## src/design/kms_pkg.sv

```systemverilog
package kms_pkg;

  localparam int unsigned NUM_LINES   = 8;
  localparam int unsigned LINE_W      = 3;
  localparam int unsigned CODE_W      = 7;
  localparam int unsigned IN_TDATA_W  = 32;
  localparam int unsigned OUT_TDATA_W = 16;

  localparam logic [CODE_W-1:0] KEY_SHIFT_LOCK = 7'd34;
  localparam logic [CODE_W-1:0] KEY_RESTORE    = 7'd31;
  localparam logic [7:0]        ALL_HIGH       = 8'hFF;

  // Right shift, which shift lock keeps held down.
  localparam logic [LINE_W-1:0] RSHIFT_ROW = 3'd6;
  localparam logic [LINE_W-1:0] RSHIFT_COL = 3'd4;
  // Left-shift position that shift lock pulls low.
  localparam logic [LINE_W-1:0] LSHIFT_ROW = 3'd1;
  localparam logic [LINE_W-1:0] LSHIFT_COL = 3'd7;

  typedef enum logic [2:0] {
    FUNC_PRESS       = 3'd0,
    FUNC_RELEASE     = 3'd1,
    FUNC_RELEASE_ALL = 3'd2,
    FUNC_SENSE_COLS  = 3'd3,
    FUNC_SENSE_ROWS  = 3'd4,
    FUNC_QUERY       = 3'd5
  } func_t;

  typedef enum logic [1:0] {
    ST_IDLE,
    ST_EXEC,
    ST_SCAN,
    ST_DONE
  } state_t;

  typedef struct packed {
    logic load_item;
    logic apply_op;
    logic scan_step;
    logic load_out;
  } kms_cmd_t;

  typedef struct packed {
    logic is_sense;
    logic scan_last;
    logic out_free;
  } kms_status_t;

endpackage

```

## src/design/keyboard_matrix_scanner_top.sv

```systemverilog
// Press, release, release-all, query: the item is captured, applied in EXEC, and its
// result loaded in DONE; a sense first walks the eight rows one a cycle in SCAN.
// Items are worked one at a time; a new item is taken in the cycle after its result is
// loaded into the output register, which stalls while a held result is not taken.
// Reset (rst, synchronous, active high): all keys released, shift lock and restore clear,
// output empty.
module keyboard_matrix_scanner_top (
  input  logic                               clk,
  input  logic                               rst,
  input  logic                               s_tvalid,
  output logic                               s_tready,
  // [6:0] key_code, [9:7] key_row, [12:10] key_col, [20:13] drive_mask,
  // [28:21] threshold_mask, [31:29] zero
  input  logic [kms_pkg::IN_TDATA_W-1:0]     s_tdata,
  // [2:0] func
  input  logic [2:0]                         s_tuser,
  output logic                               m_tvalid,
  input  logic                               m_tready,
  // [7:0] port_value, [8] key_down, [9] restore_line, [15:10] zero
  output logic [kms_pkg::OUT_TDATA_W-1:0]    m_tdata
);
  import kms_pkg::*;

  kms_cmd_t    cmd;
  kms_status_t status;

  kms_ctrl u_ctrl (
    .clk      (clk),
    .rst      (rst),
    .s_tvalid (s_tvalid),
    .s_tready (s_tready),
    .status   (status),
    .cmd      (cmd)
  );

  kms_datapath u_datapath (
    .clk      (clk),
    .rst      (rst),
    .s_tuser  (s_tuser),
    .s_tdata  (s_tdata),
    .m_tvalid (m_tvalid),
    .m_tready (m_tready),
    .m_tdata  (m_tdata),
    .cmd      (cmd),
    .status   (status)
  );

endmodule

```

## src/design/kms_ctrl.sv

```systemverilog
module kms_ctrl (
  input  logic                 clk,
  input  logic                 rst,
  input  logic                 s_tvalid,
  output logic                 s_tready,
  input  kms_pkg::kms_status_t status,
  output kms_pkg::kms_cmd_t    cmd
);
  import kms_pkg::*;

  state_t state;
  state_t state_next;

  always_ff @(posedge clk) begin
    if (rst) begin
      state <= ST_IDLE;
    end else begin
      state <= state_next;
    end
  end

  always_comb begin
    state_next = state;
    unique case (state)
      ST_IDLE: begin
        if (s_tvalid) state_next = ST_EXEC;
      end
      ST_EXEC: begin
        state_next = status.is_sense ? ST_SCAN : ST_DONE;
      end
      ST_SCAN: begin
        if (status.scan_last) state_next = ST_DONE;
      end
      ST_DONE: begin
        if (status.out_free) state_next = ST_IDLE;
      end
      default: state_next = ST_IDLE;
    endcase
  end

  always_comb begin
    s_tready      = 1'b0;
    cmd           = '0;
    unique case (state)
      ST_IDLE: begin
        s_tready      = 1'b1;
        cmd.load_item = s_tvalid;
      end
      ST_EXEC: cmd.apply_op  = 1'b1;
      ST_SCAN: cmd.scan_step = 1'b1;
      ST_DONE: cmd.load_out  = status.out_free;
      default: ;
    endcase
  end

endmodule

```

## src/design/kms_datapath.sv

```systemverilog
module kms_datapath (
  input  logic                                clk,
  input  logic                                rst,
  input  logic [2:0]                          s_tuser,
  input  logic [kms_pkg::IN_TDATA_W-1:0]      s_tdata,
  output logic                                m_tvalid,
  input  logic                                m_tready,
  output logic [kms_pkg::OUT_TDATA_W-1:0]     m_tdata,
  input  kms_pkg::kms_cmd_t                   cmd,
  output kms_pkg::kms_status_t                status
);
  import kms_pkg::*;

  // Captured item.
  func_t              func_q;
  logic [CODE_W-1:0]  code_q;
  logic [LINE_W-1:0]  row_q;
  logic [LINE_W-1:0]  col_q;
  logic [7:0]         drive_q;
  logic [7:0]         thresh_q;

  // Key state; a clear bit is a pressed key.
  logic [7:0]         key_matrix [NUM_LINES];
  logic               shift_lock;
  logic               restore;

  // Scan sequencer and accumulators.
  logic [LINE_W-1:0]  scan_row;
  logic [7:0]         col_acc;
  logic [7:0]         seen_one;
  logic [7:0]         seen_two;

  logic [LINE_W-1:0]  rd_addr;
  logic [7:0]         rd_data;
  logic [7:0]         pressed;
  logic               is_lock;
  logic               is_restore;
  logic               rshift_kept;
  logic [7:0]         port_val;
  logic               down_val;
  logic               out_valid;
  logic [7:0]         out_port;
  logic               out_down;
  logic               out_restore;

  assign rd_addr     = cmd.scan_step ? scan_row : row_q;
  assign rd_data     = key_matrix[rd_addr];
  assign pressed     = ~rd_data;
  assign is_lock     = (code_q == KEY_SHIFT_LOCK);
  assign is_restore  = (code_q == KEY_RESTORE);
  assign rshift_kept = (row_q == RSHIFT_ROW) && (col_q == RSHIFT_COL) && shift_lock;

  assign status.is_sense  = (func_q == FUNC_SENSE_COLS) || (func_q == FUNC_SENSE_ROWS);
  assign status.scan_last = (scan_row == LINE_W'(NUM_LINES - 1));
  assign status.out_free  = !out_valid || m_tready;

  always_ff @(posedge clk) begin
    if (cmd.load_item) begin
      func_q   <= func_t'(s_tuser);
      code_q   <= s_tdata[6:0];
      row_q    <= s_tdata[9:7];
      col_q    <= s_tdata[12:10];
      drive_q  <= s_tdata[20:13];
      thresh_q <= s_tdata[28:21];
    end
  end

  always_ff @(posedge clk) begin
    if (rst) begin
      for (int r = 0; r < NUM_LINES; r++) key_matrix[r] <= ALL_HIGH;
      shift_lock <= 1'b0;
      restore    <= 1'b0;
    end else if (cmd.apply_op) begin
      unique case (func_q)
        FUNC_PRESS: begin
          if (is_lock) begin
            shift_lock <= 1'b1;
          end else if (is_restore) begin
            restore <= 1'b1;
          end else begin
            key_matrix[row_q][col_q] <= 1'b0;
          end
        end
        FUNC_RELEASE: begin
          if (is_lock) begin
            shift_lock <= 1'b0;
          end else if (is_restore) begin
            restore <= 1'b0;
          end else if (!rshift_kept) begin
            key_matrix[row_q][col_q] <= 1'b1;
          end
        end
        FUNC_RELEASE_ALL: begin
          for (int r = 0; r < NUM_LINES; r++) key_matrix[r] <= ALL_HIGH;
          restore <= 1'b0;
        end
        default: ;
      endcase
    end
  end

  // One matrix row per cycle; each row folds into both sense directions.
  always_ff @(posedge clk) begin
    if (cmd.apply_op) begin
      scan_row <= '0;
      col_acc  <= ALL_HIGH;
      seen_one <= '0;
      seen_two <= '0;
    end else if (cmd.scan_step) begin
      scan_row <= scan_row + 1'b1;
      if ((pressed & drive_q) != 8'h00) col_acc[scan_row] <= 1'b0;
      if (drive_q[scan_row]) begin
        seen_two <= seen_two | (seen_one & pressed);
        seen_one <= seen_one | pressed;
      end
    end
  end

  always_comb begin
    port_val = ALL_HIGH;
    down_val = 1'b0;
    unique case (func_q)
      FUNC_SENSE_COLS: begin
        port_val = col_acc;
        if (shift_lock && drive_q[LSHIFT_COL]) port_val[LSHIFT_ROW] = 1'b0;
      end
      FUNC_SENSE_ROWS: begin
        port_val = ~((thresh_q & seen_two) | (~thresh_q & seen_one));
        if (shift_lock && drive_q[LSHIFT_ROW]) port_val[LSHIFT_COL] = 1'b0;
      end
      FUNC_QUERY: begin
        if (is_lock) begin
          down_val = shift_lock;
        end else if (is_restore) begin
          down_val = restore;
        end else begin
          down_val = !rd_data[col_q];
        end
      end
      default: ;
    endcase
  end

  always_ff @(posedge clk) begin
    if (rst) begin
      out_valid <= 1'b0;
    end else if (cmd.load_out) begin
      out_valid <= 1'b1;
    end else if (m_tready) begin
      out_valid <= 1'b0;
    end
  end

  always_ff @(posedge clk) begin
    if (cmd.load_out) begin
      out_port    <= port_val;
      out_down    <= down_val;
      out_restore <= restore;
    end
  end

  assign m_tvalid = out_valid;
  assign m_tdata  = {6'b0, out_restore, out_down, out_port};

endmodule

```

## config.mk

```make
export PLATFORM = sky130hd
export DESIGN_NAME = keyboard_matrix_scanner_top
export DESIGN_NICKNAME = d
export VERILOG_FILES = /design/src/design/kms_pkg.sv /design/src/design/keyboard_matrix_scanner_top.sv /design/src/design/kms_ctrl.sv /design/src/design/kms_datapath.sv
export SDC_FILE = /design/constraint.sdc
export NUM_CORES = 1
export LEC_CHECK = 0
export ABC_AREA = 1
export BUFFER_PORTS_ARGS = -buffer_cell sky130_fd_sc_hd__clkbuf_2
export CAP_MARGIN = 20
export CORE_ASPECT_RATIO = 1.5
export CORE_MARGIN = 2
export CORE_UTILIZATION = 47
export CTS_CLUSTER_SIZE = 20
export DETAILED_ROUTE_END_ITERATION = 8
export PLACE_DENSITY = 0.72
export SYNTH_ARGS = -nofsm -noshare
export SYNTH_HDL_FRONTEND = slang
export SYNTH_SLANG_ARGS = --single-unit
```

## constraint.sdc

```tcl
create_clock -name clk -period 5.5 [get_ports clk]
set_clock_uncertainty 0.05 [all_clocks]
set_input_delay 0.55 -clock clk [delete_from_list [all_inputs] [get_ports clk]]
set_output_delay 0.55 -clock clk [all_outputs]
set_load 0.05 [all_outputs]
```

## Word-level counts from Yosys, hierarchy flattened

Memories as Yosys holds them, arrays and structs flattened.
Index checks and enable logic that the tools add are counted.

- Add/sub/neg operators: 1
- Reductions and logical operators: 22
- Bitwise gates (word level): 28
- Multiplexer cells: 72
- Magnitude comparators: 4
- Eq/ne operators: 22

Operators with widths:

| cell | count |
|---|---|
| $mux 8 | 12 |
| $mux 1 | 47 |
| $and 8x8->8 | 5 |
| $not 8->8 | 4 |
| $or 8x8->8 | 3 |
| $or 1x1->1 | 16 |
| $pmux 8 s2 | 1 |
| $eq 3x3->1 const B | 5 |
| $ne 2x1->1 const B | 5 |
| $lt 3x4->1 const B | 2 |
| $ne 2x2->1 const B | 4 |
| $pmux 2 s4 | 1 |
| $reduce_bool 8->1 | 1 |
| $reduce_or 8->1 | 1 |
| $eq 7x5->1 const B | 1 |
| $eq 7x6->1 const B | 1 |
| $bmux 1 s3 | 2 |
| $demux 1 s3 | 2 |
| $eq 3x2->1 const B | 2 |
| $ge 3x1->1 const B | 2 |
| $logic_and 1x1->1 | 6 |
| $mux 2 | 3 |
| $mux 3 | 2 |
| $reduce_and 6->1 | 1 |
| 15 further kinds | 20 |

- Output and inout port bits: 18
- Memories kept: 1
- Logic and storage cells: 167
- Input bits: 39
- RAM bits: 64
- Register bits: 74

Memory list:

| memory | words | bits a word | read ports | clocked after memory_dff | wr ports | line | source |
|---|---|---|---|---|---|---|---|
| u_datapath.key_matrix | 8 | 8 | 1 | 0 | 8 | kms_datapath.sv:23 | `logic [7:0] key_matrix [NUM_LINES];` |

## Longest topological paths before layout

Gate-level depths: netlist of the first run.

- Depth after elaboration: 13
- Gate-level depth with buffers: 18
- Gate-level depth less buffers: 16

## Modules after synthesis

A second synthesis of the first run with hierarchy kept.

- Cell total of the unflattened synthesis: 860
- Area total of the unflattened synthesis: 7277.0 sq um

By module, submodules not included:

| module | times used | seq. area each (sq um) | area an instance (sq um) | cells each |
|---|---|---|---|---|
| kms_datapath | 1 | 3783.6 | 7056.8 | 827 |
| kms_ctrl | 1 | 40.0 | 220.2 | 33 |

## Least setup slack after synthesis of the first run

OpenSTA, ideal clock, no wires.

- Path type: reg-to-reg
- From: reg u_ctrl.state[0]
- To: reg u_datapath.out_down (data pin)
- Data required time: 5.200 ns
- Path slack: 3.382 ns
- Path buffers: 2
- Arrival time: 1.818 ns
- Period minus slack after synthesis: 2.118 ns
- Library setup time: 0.250 ns
- Stages on the path, launching flop included: 17
- Cells stage by stage: dfxtp_1 inv_1 ha_1 buf_6 inv_1 nand2_4 buf_4 nand3b_1 nand3_1 nand3_1 nand2_1 nand2_1 nand2_1 a21oi_1 nand4_1 nand2_1 inv_1

- Word-level cells in the longest chain between the ends: 9

RTL lines:

| what | line | source |
|---|---|---|
| start, declared | kms_ctrl.sv:11 | `state_t state;` |
| start signal, assigned | kms_ctrl.sv:18 | `state <= state_next;` |
| $eq 2x2->1 | kms_ctrl.sv:44 | `unique case (state)` |
| $mux 1 | kms_ctrl.sv:44 |  |
| $mux 3 | kms_datapath.sv:46 | `assign rd_addr = cmd.scan_step ? scan_row : row_q;` |
| $mem_v2 8x8 | -- |  |
| $bmux 1 s3 | kms_datapath.sv:137 | `down_val = !rd_data[col_q];` |
| $mux 1 (not written as such) | kms_datapath.sv:137 |  |
| $logic_not 1->1 | kms_datapath.sv:137 |  |
| $mux 1 | kms_datapath.sv:134 | `end else if (is_restore) begin` |
| $mux 1 | kms_datapath.sv:132 | `if (is_lock) begin` |
| end signal, assigned | kms_datapath.sv:157 | `out_down <= down_val;` |
| end, declared | kms_datapath.sv:43 | `logic out_down;` |

Every way passes these cells. The select of a mux whose other input is x is not followed.
A chain may end at the register's enable or synchronous reset.

## Worst setup path after layout of the first run

Same ends and word-level chain as after synthesis.

==> reports/metrics.yaml, run 1 <==
routed_wl_um: 16600
r2r_slack_ns: 1.93
syn_to_final_growth_pct: 12.5
hold_path_depth: 1
synthTopCellsByArea: "edfxtp_1 (47%), nand3_1 (9.7%), dfxtp_1 (9.4%)"
clk_pin_slew_ns: 0.06
crit_type: "flip-flop to flip-flop"
pre_cts_slack_ns: 2.01
synthAdderAreaFrac: 0.0110
tritoncts: "yes"
regArea_um2: 3820
most-common-layout-cells: "nand3_1 (131), nand2_1 (124), edfxtp_1 (106)"
synth_top_family_by_area: "simple AND/OR/NAND/NOR gates"
synth.avg_cell_area_um2: 9.15
place_area_um2: 7180
postLayoutCellArea_um2: 7700
outcome: "completed"
finalMaxSlewViolations: 0
grt.total_usage: 0.224
period_needed_ns: 3.57
grt_max_degree: 65
fin_crit_sh: 0.649
io_buffers: 47
yosysTopAreaCellShare: 0.465
coreArea_um2: 14400
synth_area_leader_cell: "edfxtp_1"
worstReg2RegEnd: "u_datapath.out_down"
worst_pin_slew_ns: 0.994
drt-initial-drc-count: 422
critPathLaunchType: "flip-flop"
hold_viol_final: 0
clockBufferDepth: 2
synth.ff_latch_count: 138
dpl.hpwl_um: 11200
place_congestion: 0.918
reg2reg_depth: 15
fillCellCount: 1329
cp.arrival_ns: 3.70
ctsHoldBuffers: 0
cap_violations: 0
cts_setup_buffers: 0
clock_latency_ns: 0.42
die_height_um: 152
via_per_inst: 5.56
ant_nets: 0
grt_pass1_wl_um: 26600
netlist_area_um2: 6840
dieArea_um2: 15600
cp_max_fo: 33
p_leak_nw: 2.89
final_util: 0.535
end_kind: "flip-flop"
antenna_found_initial: 0
diodes: 0
pin_count: 57
synthSimpleGateAreaFrac: 0.246
cts_buffers: 17
vias: 5546
rows: 54
slew_headroom: 0.337
synth-main-ff-cell: "edfxtp_1"
synth_cell_types: 32
grt.overflow.total: 0
total_power_w: 0.00347
synthMuxAreaShare: 0
fin_ws_ns: 1.93
ys_seq_area_frac: 0.559
root_buffer: "clkbuf_16"
min_to: "u_datapath.drive_q[1]"
drive_gt1_frac: 0.141
yosysWarnings: 0
drc: 0
hp-class: "input port to flip-flop"
final_common_cell: "nand3_1"
rsz0062_at_grt: "no"
grt_pass1_vias: 5475
htree_levels: 4
finalSetupViolCount: 0
synth_xor_area_frac: 0
drtPass1Iterations: 6
setup_tns_ns: 0
synth_compound_area_frac: 0.0977
multi_input_area_um2: 2460
synth_edf_count: 106
die_w_um: 103
start_util: 0.475
wire_per_inst_um: 16.6
async_flop_share: 0
cts_resized: 0
required_ns: 5.63
fin_nets: 835
power_density_nw_per_um2: 451
cts.sinks: 138
hold_path_startpoint: "s_tdata[14]"
regToRegStartpoint: "u_ctrl.state[0]"
vdd_ir_drop_max_uv: 252
fmax_ghz: 0.280
synth_cells: 748
[synth_stat cells, types with 3 or more instances]
library cell,number
dfxtp_1,32
nor2_2,3
o211ai_1,3
edfxtp_1,106
buf_6,5
o21ai_0,77
buf_4,12
nand2_1,124
or2_2,3
nand3_1,132
nand4_1,3
a21oi_1,25
inv_1,79
nor2_1,22
inv_2,13
nand3b_1,29
nor3_1,27
clkbuf_1,11
ha_1,6
o21a_1,8
buf_2,11
o21ai_2,3
[worst max path at each step]
stage,start,endpoint,depth (start not counted)
2_1_floorplan,u_ctrl.state[0],u_datapath.out_down,16
6_report,u_ctrl.state[0],u_datapath.out_down,15
3_3_place_gp,u_ctrl.state[0],u_datapath.out_down,15
5_1_grt,u_ctrl.state[0],u_datapath.col_acc[1],15
3_5_place_dp,u_ctrl.state[0],u_datapath.out_down,15
4_1_cts,u_ctrl.state[0],u_datapath.out_down,15
[stage by stage]
stage                     hold WS (ns)  instances
after floorplan                  0.358        753
after global placement           0.379        967
after detailed placement         0.375        967
after CTS                        0.246        998
after global routing             0.251        998
final                            0.254        998
[metal layers]
metal / up-vias / GRT usage / share of wire
met1: 2651 / 0.234 / 0.36
li1: 2664 / - / -
met5: - / 0 / 0
met3: 55 / 0.0381 / 0.041
met2: 176 / 0.413 / 0.55
met4: 0 / 0.133 / 0.044
[final cells by class]
cell class / count / share of cell area
Multi-Input combinational cell: 484 / 0.319
Clock buffer: 20 / 0.0567
Sequential cell: 138 / 0.497
Clock inverter: 11 / 0.0106
Tap cell: 196 / 0.0319
Timing Repair Buffer: 57 / 0.0403
Inverter: 92 / 0.0449
[sequential cells by signal, indices dropped and copies added, names as in the netlist, 3 cells and up]
signal and count:
u_datapath.col_q 3, u_datapath.drive_q 8, u_datapath.seen_two 8, u_datapath.seen_one 8, u_datapath.scan_row 3, u_datapath.thresh_q 8, u_datapath.row_q 3, u_datapath.key_matrix 64
u_datapath.out_port 8, u_datapath.code_q 7, u_datapath.col_acc 8, u_datapath.func_q 3
[logic make-up after synthesis]
kind of cell	count (synthesis)
AND/OR/NAND/NOR	351
flip-flops	138
buffers and inverters	131
AO/OA/AOI/OAI	121
adder cells (fa/ha/maj)	6
other	1
[worst max-delay path, cell delays in order (launching register included)]
cell	delay, ns
dfxtp_1	0.34
inv_1	0.10
ha_1	0.64
inv_1	0.32
nand2_4	0.40
nand2_4	0.33
nand2_1	0.17
nand3_1	0.09
nand3_1	0.11
nand2_1	0.17
nand2_1	0.10
nand2_1	0.07
nor2_1	0.13
nand4_1	0.14
nand2_1	0.10
inv_1	0.04
[where the power goes]
group | internal, W | switching (W) | total (W)
Clock | 0.000609 | 0.000417 | 0.00103
Combinational | 0.000270 | 0.000799 | 0.00107
Sequential | 0.00128 | 0.0000980 | 0.00137
Power figures use the tool's default switching activity.
==> run 2: changes to the inputs <==
--- a/config.mk
+++ b/config.mk
@@ -13,7 +13,7 @@
 export CORE_UTILIZATION = 47
 export CTS_CLUSTER_SIZE = 20
 export DETAILED_ROUTE_END_ITERATION = 8
-export PLACE_DENSITY = 0.72
+export PLACE_DENSITY = 0.75
 export SYNTH_ARGS = -nofsm -noshare
 export SYNTH_HDL_FRONTEND = slang
 export SYNTH_SLANG_ARGS = --single-unit
==> constraint.sdc (replaced) <==
create_clock -name clk -period 2.9 [get_ports clk]
set_clock_uncertainty 0.05 [all_clocks]
set_input_delay 0.29 -clock clk [delete_from_list [all_inputs] [get_ports clk]]
set_output_delay 0.29 -clock clk [all_outputs]
set_load 0.05 [all_outputs]
==> run 2 against run 1 <==
  * Combinational power up 110%
  * Cell count up 4.8%
  * Flip-flop and latch count unchanged
  * Wire length up 0.23%
  * Sequential power up 90%
  * Clock power up 120%
  * Hold slack worse by 0.25 ns
  * Sequential share of layout area down 3.4 points
  * Power up 110%
  * First-iteration DRC count down 15%
  * Critical endpoint is now u_datapath.key_matrix[4][5]
==> reports/metrics.yaml, run 2 (synthesis results as in run 1) <==
power.internal_w: 0.00460  # +110%
most-common-layout-cells: "nand3_1 (131), nand2_1 (124), edfxtp_1 (106)"
finalMaxSlewViolations: 0  # unchanged
grt_pass1_vias: 5417  # -1.1%
grt.total_usage: 0.227  # +0.00236
cp.arrival_ns: 2.65  # -1.05 ns
routed_wl_um: 16600  # +0.23%
io_buffers: 47  # unchanged
grt_max_degree: 65  # unchanged
p_seq_frac: 0.364  # -0.032
fillCellCount: 1279  # -3.8%
crit_type: "flip-flop to flip-flop"
clkPwrFrac: 0.313  # +0.017
grt_pass1_wl_um: 26600  # -0.13%
dieArea_um2: 15600  # unchanged
cts_buffers: 17  # unchanged
drive_gt1_frac: 0.161  # +0.0203
root_buffer: "clkbuf_16"
drtPass1Iterations: 5  # -1
swShare: 0.355  # -0.0240
ant_nets: 0  # unchanged
cts.sinks: 138  # unchanged
diodes: 0  # unchanged
ctsHoldBuffers: 26  # +26
hp-class: "input port to flip-flop"
finalSetupViolCount: 0  # unchanged
tritoncts: "yes"
setup_tns_ns: 0  # unchanged
place_congestion: 0.888  # -3.2%
cts_setup_buffers: 0  # unchanged
vdd_ir_drop_max_uv: 457  # +81%
fin_crit_sh: 0.885  # +0.236
dpl.hpwl_um: 11600  # +3.9%
largest_reg_flops: 64  # unchanged
grt.overflow.total: 0  # unchanged
syn_to_final_growth_pct: 20.8
rsz0062_at_grt: "no"
pin_count: 57  # unchanged
cp_max_fo: 9  # -73%
combPwrFrac: 0.323  # +0.015
p_leak_nw: 3.15  # +9.0%
htree_levels: 4  # unchanged
clock_latency_ns: 0.42  # about the same
critPathLaunchType: "flip-flop"
fmax_ghz: 0.389  # +39%
coreArea_um2: 14400  # unchanged
required_ns: 2.99  # -2.64 ns
critPathMostFrequentCell: "inv_2"
p_sw_w: 0.00253  # +93%
top_register: "u_datapath.key_matrix"
antenna_found_initial: 0  # unchanged
wire_per_inst_um: 15.9  # -4.4%
cp_slowest_cell: "edfxtp_1"
end_kind: "flip-flop"
hold_viol_final: 0  # unchanged
clk_pin_slew_ns: 0.06  # about the same
worst_pin_slew_ns: 0.696  # -0.298 ns
period_needed_ns: 2.57  # -1.00 ns
die_w_um: 103  # unchanged
cap_violations: 0  # unchanged
rows: 54  # unchanged
via_per_inst: 5.37  # -3.3%
crit_path_max_incr_delay_ns: 0.44  # -0.20 ns
outcome: "completed"
drc: 0  # unchanged
drt-initial-drc-count: 358  # -15%
start_util: 0.475  # unchanged
vias: 5622  # +1.4%
cts_resized: 0  # unchanged
final_common_cell: "nand3_1"
power_density_nw_per_um2: 863  # +91%
slew_headroom: 0.536  # +0.198
path_cells: "inv_2 -> nand3_2 -> inv_2 -> a31oi_1 -> o21ai_2 -> inv_2 -> nand2_1 -> o21ai_0"
clockBufferDepth: 2  # unchanged
fin_nets: 883  # +5.7%
total_power_w: 0.00713  # +110%
die_height_um: 152  # unchanged
-- run 2: area by class of cell --
type / count / area, µm² / share of cell area
tap: 196 / 245 / 0.0297
multi-input combinational: 484 / 2460 / 0.297
inverter: 92 / 345 / 0.0418
sequential: 138 / 3820 / 0.463
clock buffer: 18 / 429 / 0.0519
clock inverter: 13 / 178 / 0.0215
timing repair buffer: 105 / 788 / 0.0954
-- run 2: final timing paths --
| path | from | to | slack, ns | cells after the start |
|---|---|---|---|---|
| worst min-delay path | s_tdata[20] | u_datapath.drive_q[7] | 0.006 | 1 |
| worst max-delay path | u_datapath.row_q[0] | u_datapath.key_matrix[4][5] | 0.33 | 8 |
| worst max register to register | u_datapath.row_q[0] | u_datapath.key_matrix[4][5] | 0.33 | 8 |
| worst min register to register | u_datapath.restore | u_datapath.out_restore | 0.38 | 0 |
-- run 2: worst max-delay path: cells and delay by family, from the launching register on --
kind                   cells  cell delay, ns
AND/OR/NAND/NOR            2            0.55
buffers and inverters      3            0.58
AO/OA/AOI/OAI              3            0.65
flip-flops                 1            0.44
-- run 2: routing by layer --
layer | global-route usage | part of all wire | up-vias
met5 | 0 | 0 | -
met1 | 0.242 | 0.36 | 2652
met2 | 0.417 | 0.56 | 165
met4 | 0.130 | 0.043 | 0
met3 | 0.0330 | 0.036 | 56
li1 | - | - | 2749
-- run 2: power by group through the flow --
| stage | clock network, W | registers, W | logic [W] |
|---|---|---|---|
| after global placement | 0 | 0.00263 | 0.00223 |
| after detailed placement | 0 | 0.00263 | 0.00226 |
| after global routing | 0.00233 | 0.00263 | 0.00254 |
| after CTS | 0.00224 | 0.00260 | 0.00230 |
| after floorplan | 0 | 0.00260 | 0.00155 |
| final | 0.00223 | 0.00260 | 0.00230 |
-- run 2: stage by stage --
stage / cells / utilization / worst slack [ns] / hold WS [ns] / instance area, µm²
6_report: 1046 / 0.574 / 0.332 / 0.00645 / 8270
5_1_grt: 1046 / 0.574 / 0.145 / 0.00194 / 8270
4_1_cts: 1045 / 0.574 / 0.340 / 0.00304 / 8260
3_5_place_dp: 988 / 0.513 / 0.353 / 0.365 / 7390
3_3_place_gp: 988 / 0.513 / 0.413 / 0.364 / 7390
2_1_floorplan: 753 / - / 0.782 / 0.309 / 6860
